<file path="config.mk">
export PLATFORM = sky130hd
export DESIGN_NAME = gbs_iter
export DESIGN_NICKNAME = d
export VERILOG_FILES = /design/src/rtl/gbs_pkg.sv /design/src/rtl/gbs_iter.sv
export SDC_FILE = /design/constraint.sdc
export NUM_CORES = 1
export LEC_CHECK = 0
export ABC_CLOCK_PERIOD_IN_PS = 4019
export BUFFER_PORTS_ARGS = -buffer_cell sky130_fd_sc_hd__buf_4
export CAP_MARGIN = 20
export CORE_MARGIN = 8
export CORE_UTILIZATION = 44
export CTS_BUF_LIST = sky130_fd_sc_hd__clkbuf_4 sky130_fd_sc_hd__clkbuf_8
export DETAILED_ROUTE_END_ITERATION = 8
export PLACE_DENSITY_LB_ADDON = 0.08
export REMOVE_ABC_BUFFERS = 1
export SYNTH_ARGS = -nofsm -noshare
export SYNTH_HDL_FRONTEND = slang
export SYNTH_SLANG_ARGS = --single-unit
</file>
<file path="constraint.sdc">
create_clock -name clk -period 4.02 [get_ports clk]
set_input_delay 1.206 -clock clk [delete_from_list [all_inputs] [get_ports clk]]
set_output_delay 1.206 -clock clk [all_outputs]
set_load 0.1 [all_outputs]
</file>
<file path="src/rtl/gbs_pkg.sv">
// Shared types and constants of the gravity body step block.
// Used by the channel interfaces, the iterative unit and the top level.
package gbs_pkg;

	localparam logic [1:0] OP_LOAD    = 2'd0;
	localparam logic [1:0] OP_GRAVITY = 2'd1;
	localparam logic [1:0] OP_BOUNCE  = 2'd2;

	localparam logic [2:0] CFG_GAIN    = 3'd0;
	localparam logic [2:0] CFG_FLOOR   = 3'd1;
	localparam logic [2:0] CFG_CEILING = 3'd2;
	localparam logic [2:0] CFG_WIDTH   = 3'd3;
	localparam logic [2:0] CFG_HEIGHT  = 3'd4;
	localparam logic [2:0] CFG_RADIUS  = 3'd5;

	localparam int CNT_W      = 7;
	localparam int DIV_STEPS  = 64;
	localparam int SQRT_STEPS = 33;

	typedef struct packed {
		logic [1:0]         operation;
		logic signed [31:0] item_x;
		logic signed [31:0] item_y;
		logic signed [31:0] item_vx;
		logic signed [31:0] item_vy;
		logic [31:0]        other_mass;
	} in_item_t;

	typedef struct packed {
		logic signed [31:0] pos_x_out;
		logic signed [31:0] pos_y_out;
		logic signed [31:0] vel_x_out;
		logic signed [31:0] vel_y_out;
	} out_item_t;

	typedef struct packed {
		logic start;
		logic is_sqrt;
	} iter_req_t;

	typedef struct packed {
		logic        busy;
		logic        done;
		logic [63:0] result;
	} iter_rsp_t;

endpackage

</file>
<file path="src/rtl/gbs_iter.sv">
// Shared shift-subtract unit: 64-bit by 32-bit division or 66-bit integer
// square root, one result bit per cycle. Depends on gbs_pkg.
module gbs_iter (
	input  logic               clk,
	input  logic               arst_n,
	input  gbs_pkg::iter_req_t req,
	input  logic [65:0]        num,
	input  logic [31:0]        den,
	output gbs_pkg::iter_rsp_t rsp
);

	logic                      busy_q;
	logic                      done_q;
	logic                      is_sqrt_q;
	logic [gbs_pkg::CNT_W-1:0] cnt_q;
	logic [65:0]               src_q;
	logic [35:0]               rem_q;
	logic [63:0]               res_q;
	logic [31:0]               den_q;

	logic [35:0] rem_sh;
	logic [35:0] trial;
	logic        ge;

	always_comb begin
		if (is_sqrt_q) begin
			rem_sh = {rem_q[33:0], src_q[65:64]};
			trial  = {res_q[33:0], 2'b01};
		end else begin
			rem_sh = {rem_q[34:0], src_q[65]};
			trial  = {4'b0, den_q};
		end
		ge = (rem_sh >= trial);
	end

	always_ff @(posedge clk or negedge arst_n) begin
		if (!arst_n) begin
			busy_q <= 1'b0;
			done_q <= 1'b0;
		end else begin
			done_q <= 1'b0;
			if (req.start) begin
				busy_q <= 1'b1;
			end else if (busy_q && cnt_q == '0) begin
				busy_q <= 1'b0;
				done_q <= 1'b1;
			end
		end
	end

	always_ff @(posedge clk) begin
		if (req.start) begin
			is_sqrt_q <= req.is_sqrt;
			src_q     <= req.is_sqrt ? num : {num[63:0], 2'b00};
			rem_q     <= '0;
			res_q     <= '0;
			den_q     <= den;
			cnt_q     <= req.is_sqrt ? gbs_pkg::CNT_W'(gbs_pkg::SQRT_STEPS - 1)
			                         : gbs_pkg::CNT_W'(gbs_pkg::DIV_STEPS - 1);
		end else if (busy_q) begin
			src_q <= is_sqrt_q ? {src_q[63:0], 2'b00} : {src_q[64:0], 1'b0};
			rem_q <= ge ? rem_sh - trial : rem_sh;
			res_q <= {res_q[62:0], ge};
			cnt_q <= cnt_q - 1'b1;
		end
	end

	assign rsp.busy   = busy_q;
	assign rsp.done   = done_q;
	assign rsp.result = res_q;

endmodule

</file>
==> summary.md <==
| Metric | Value |
|---|---|
| Crit path capture type | flip-flop |
| Clock root cell | clkbuf_8 |
| Reg2Reg Depth | 15 |
| Reg-to-reg startpoint | is_sqrt_q |
| Int Pwr | 5.340 mW |
| Met1 Resource Use GR | 21.25% |
| Worst-path clk slew | 0.06 ns |
| WP data required | 4.45 ns |
| Largest net degree at the start of global routing | 163 |
| Max VDD drop | around 0.23 mV |
| DRC Markers | 0 |
| Placed cells | 1610 |
| Pre-antenna DRT Iters | 5 |
| Hold crit path type | in2async |
| Core region area | 0.02658 sq mm |
| H-tree levels | 2 |
| Clk sinks | between 200 and 250 |
| Synth Area in Simple Gates | 11.48% |
| Min Hold Slack | 0.4525 ns |
| Worst-Margin Slew | 0.8402 ns |
| Critical path peak fanout | 9 |
| Dpl hpwl | ~19000 um |
| Reg power frac | 32.4% |
| Fin crit period | 3.743 ns |
| Die Area | 0.03224 sq mm |
| Clk Latency, worst-skew pair | 0.54 ns |
| Status | finished, final reports clean |
| DRT antenna net count | 0 |
| Area delta synth->final | 20.85% |
| Seq cells post-synth | roughly 210 |
| Seq/Total Area, Yosys | 44.31% |
| Grt ovf | 0 |
| Row count | 60 |
| PD cells | approximately 570 mW/mm^2 |
| Met2 usage in global routing | 26.86% |
| Pins Over Slew Limit | 0 |
| Fin crit share | 93.10% |
| IO Pins | 168 |
| Power share of the combinational group | 40.7% |
| Vias post-DR | 9051 |
| Synthesized area per cell | 10.10 sq um |
| Met3 GRT Util | 4.899% |
| Ys Warns | 0 |
| Reg2Reg Setup Slack | 0.28 ns |
| Die W | 179.5 um |
| N_diodes | 0 |
| Compound-gate portion of the synthesized area | around 16% |
| Worst Skew | 0.02635 ns |
| Pleak | ~6.4 nW |
| PortBufs | 167 |
| Crit path DAT | 4.17 ns |
| First-pass GRT wire length | ~46000 um |
| Max-capacitance violation count | 0 |
| CTS max path bufs | 3 |
| Cell area after synthesis | 0.01177 sq mm |
| Multiplexer share of the synthesized area | 17.99% |
| Layout cells sized above 1 | 23.70% |
| Worst setup SP type | flip-flop |
| XOR/XNOR share of the synthesized area | 2.679% |
| Fillers | 2498 |
| Reg-to-Reg End | rem_q[30] |
| Die H | approximately 180 um |
| Critical Setup Path Class | reg2reg |
| Async set or reset register ratio after synthesis | 0.9662% |
| Wire length per cell | around 16 um |
| Hold_buf cts | 0 |
| Setup violators final | 0 |
| Adder-Cell Fraction of Synth Area | 4.104% |
| Initial antenna violation count | 0 |
| Gr busiest metal | met2 |
| Clock buffer count from CTS | 39 |
| Main combinational cell family by area after synthesis | multiplexers |
| Net count, final | 1452 |
| Primary FF master, synth | edfxtp_1 |
| Clk pwr share | 26.8% |
| Number of vias per cell | 5.378 |
| Vias in the first global route | about 9100 |
| Library cells used by synthesis | 64 |
| Synth Instances | 1165 |
| EDFF count, synth | around 110 |
| NetSw | 2.809 mW |
| CTS tree | done |
| Routed wire length | 27680 um |
| Fin. Hold Viols | 0 |
| Final instance area | about 0.014 sq mm |
| Fmax | between 200 and 300 MHz |
| Starting Density | 44.28% |
| Drt first-iter violations | 467 |
| Area post-placement | 0.01336 sq mm |
| Gr usage total | about 17% |
| Sw frac | 34.47% |
| Placer Congestion | 0.8270 |
| Slew headroom | 43.99% |
| Non-Filler Instances | 1683 |
[cells in the final DEF (no fill, tap or decap), types with 4 or more instances in the layout]
master,n
nor2_1,139
xnor2_1,28
a211oi_1,90
nand4_1,5
clkbuf_8,48
ha_1,36
a31oi_1,5
o21bai_1,4
a21oi_1,122
nand3_1,9
nor2b_1,68
inv_1,11
clkbuf_4,19
and3_1,6
mux2i_1,171
buf_12,5
nand2_1,40
edfxtp_1,106
nor3_1,5
a21o_1,11
buf_4,186
o21a_1,4
mux2_2,36
o21ai_0,16
a311oi_1,7
nand2b_1,4
xor2_1,8
dfxtp_1,99
[cells by family after synthesis]
group / after synthesis
AOI/OAI and AO/OA: 290
xor gates and xnor gates: 36
adders and majority gates: 38
buffers and inverters: 98
DFF: 207
muxes: 207
and+or+nand+nor: 289
[power by group through the flow]
stage	clock network, mW	logic (mW)	registers [mW]
2_1_floorplan	0	2.43	2.73
3_3_place_gp	0	3.29	2.68
3_5_place_dp	0	3.31	2.68
4_1_cts	2.27	3.33	2.64
5_1_grt	2.36	3.70	2.67
6_report	2.19	3.32	2.64
[per-stage QoR]
| step | utilization [%] | TNS, ns | setup slack [ns] | total power [mW] |
|---|---|---|---|---|
| 3_3_place_gp | 50.26 | 0 | 0.2745 | 5.976 |
| 5_1_grt | 53.52 | -0.003180 | -0.003180 | 8.733 |
| 4_1_cts | 53.45 | 0 | 0.1482 | 8.239 |
| 2_1_floorplan | - | -377.62 | -4.742 | 5.157 |
| 6_report | 53.52 | 0 | 0.2774 | 8.150 |
| 3_5_place_dp | 50.26 | 0 | 0.1828 | 5.988 |
[worst max path at each step]
stage	slack, ns	from	cells past startpoint	endpoint
finish	0.28	is_sqrt_q	15	rem_q[30]
floorplan	-4.74	is_sqrt_q	14	rem_q[1]
detailed placement	0.18	is_sqrt_q	13	rem_q[30]
CTS	0.15	is_sqrt_q	13	rem_q[30]
global route	-0.003	is_sqrt_q	15	rem_q[30]
global placement	0.27	is_sqrt_q	13	rem_q[30]
[routing by layer]
metal,vias up,part of all wire (%)
li1,4596,-
met1,4236,46
met2,172,46
met3,47,6.2
met4,0,2.2
met5,-,0
[repair_timing]
action	CTS	global route
endpoints found under the setup margin	0	3
buffers inserted	0	2
hold endpoints to repair	0	0
gates resized for setup	0	1
[cells in the mapped netlist, types with 16 or more instances]
cell        n  area share, %
mux2i_1   171             15
nor2_1    140            4.5
a21oi_1   122            5.2
edfxtp_1  106             27
dfxtp_1    99             17
a211oi_1   90            5.7
nor2b_1    68            3.6
clkbuf_1   55            1.8
nand2_1    40            1.3
ha_1       37            3.9
mux2_2     36            3.4
xnor2_1    28            2.1
buf_1      22           0.70
o21ai_0    16           0.68
[worst max-delay path: stages (launching register included)]
cell and delay, ns:
edfxtp_1 0.38, buf_4 0.17, buf_4 0.16, buf_4 0.18
mux2i_1 0.16, ha_2 0.33, a21o_1 0.21, a221o_1 0.41
a21oi_2 0.19, o21ai_1 0.16, and3_1 0.21, a211o_1 0.32
a31oi_2 0.28, o31ai_1 0.11, mux2i_1 0.12, a311oi_1 0.25
[final cells by class]
class	count	area [sq um]	share of cell area [%]
well taps	341	426.7	3.000
inverters	12	45.04	0.3167
flip-flops and latches	207	5219	36.69
clock buffers	67	803.3	5.648
multi-input cells	860	6173	43.41
repair buffers	192	1511	10.63
clock inverters	4	43.79	0.3079
[registers in the layout, summed over array words and instances, names as in the netlist]
| signal | flops |
|---|---|
| src_q | 66 |
| res_q | 64 |
| rem_q | 35 |
| den_q | 32 |
| cnt_q | 7 |
| busy_q | 1 |
| done_q | 1 |
| is_sqrt_q | 1 |
Note: power is estimated with default switching activity, not from simulation.
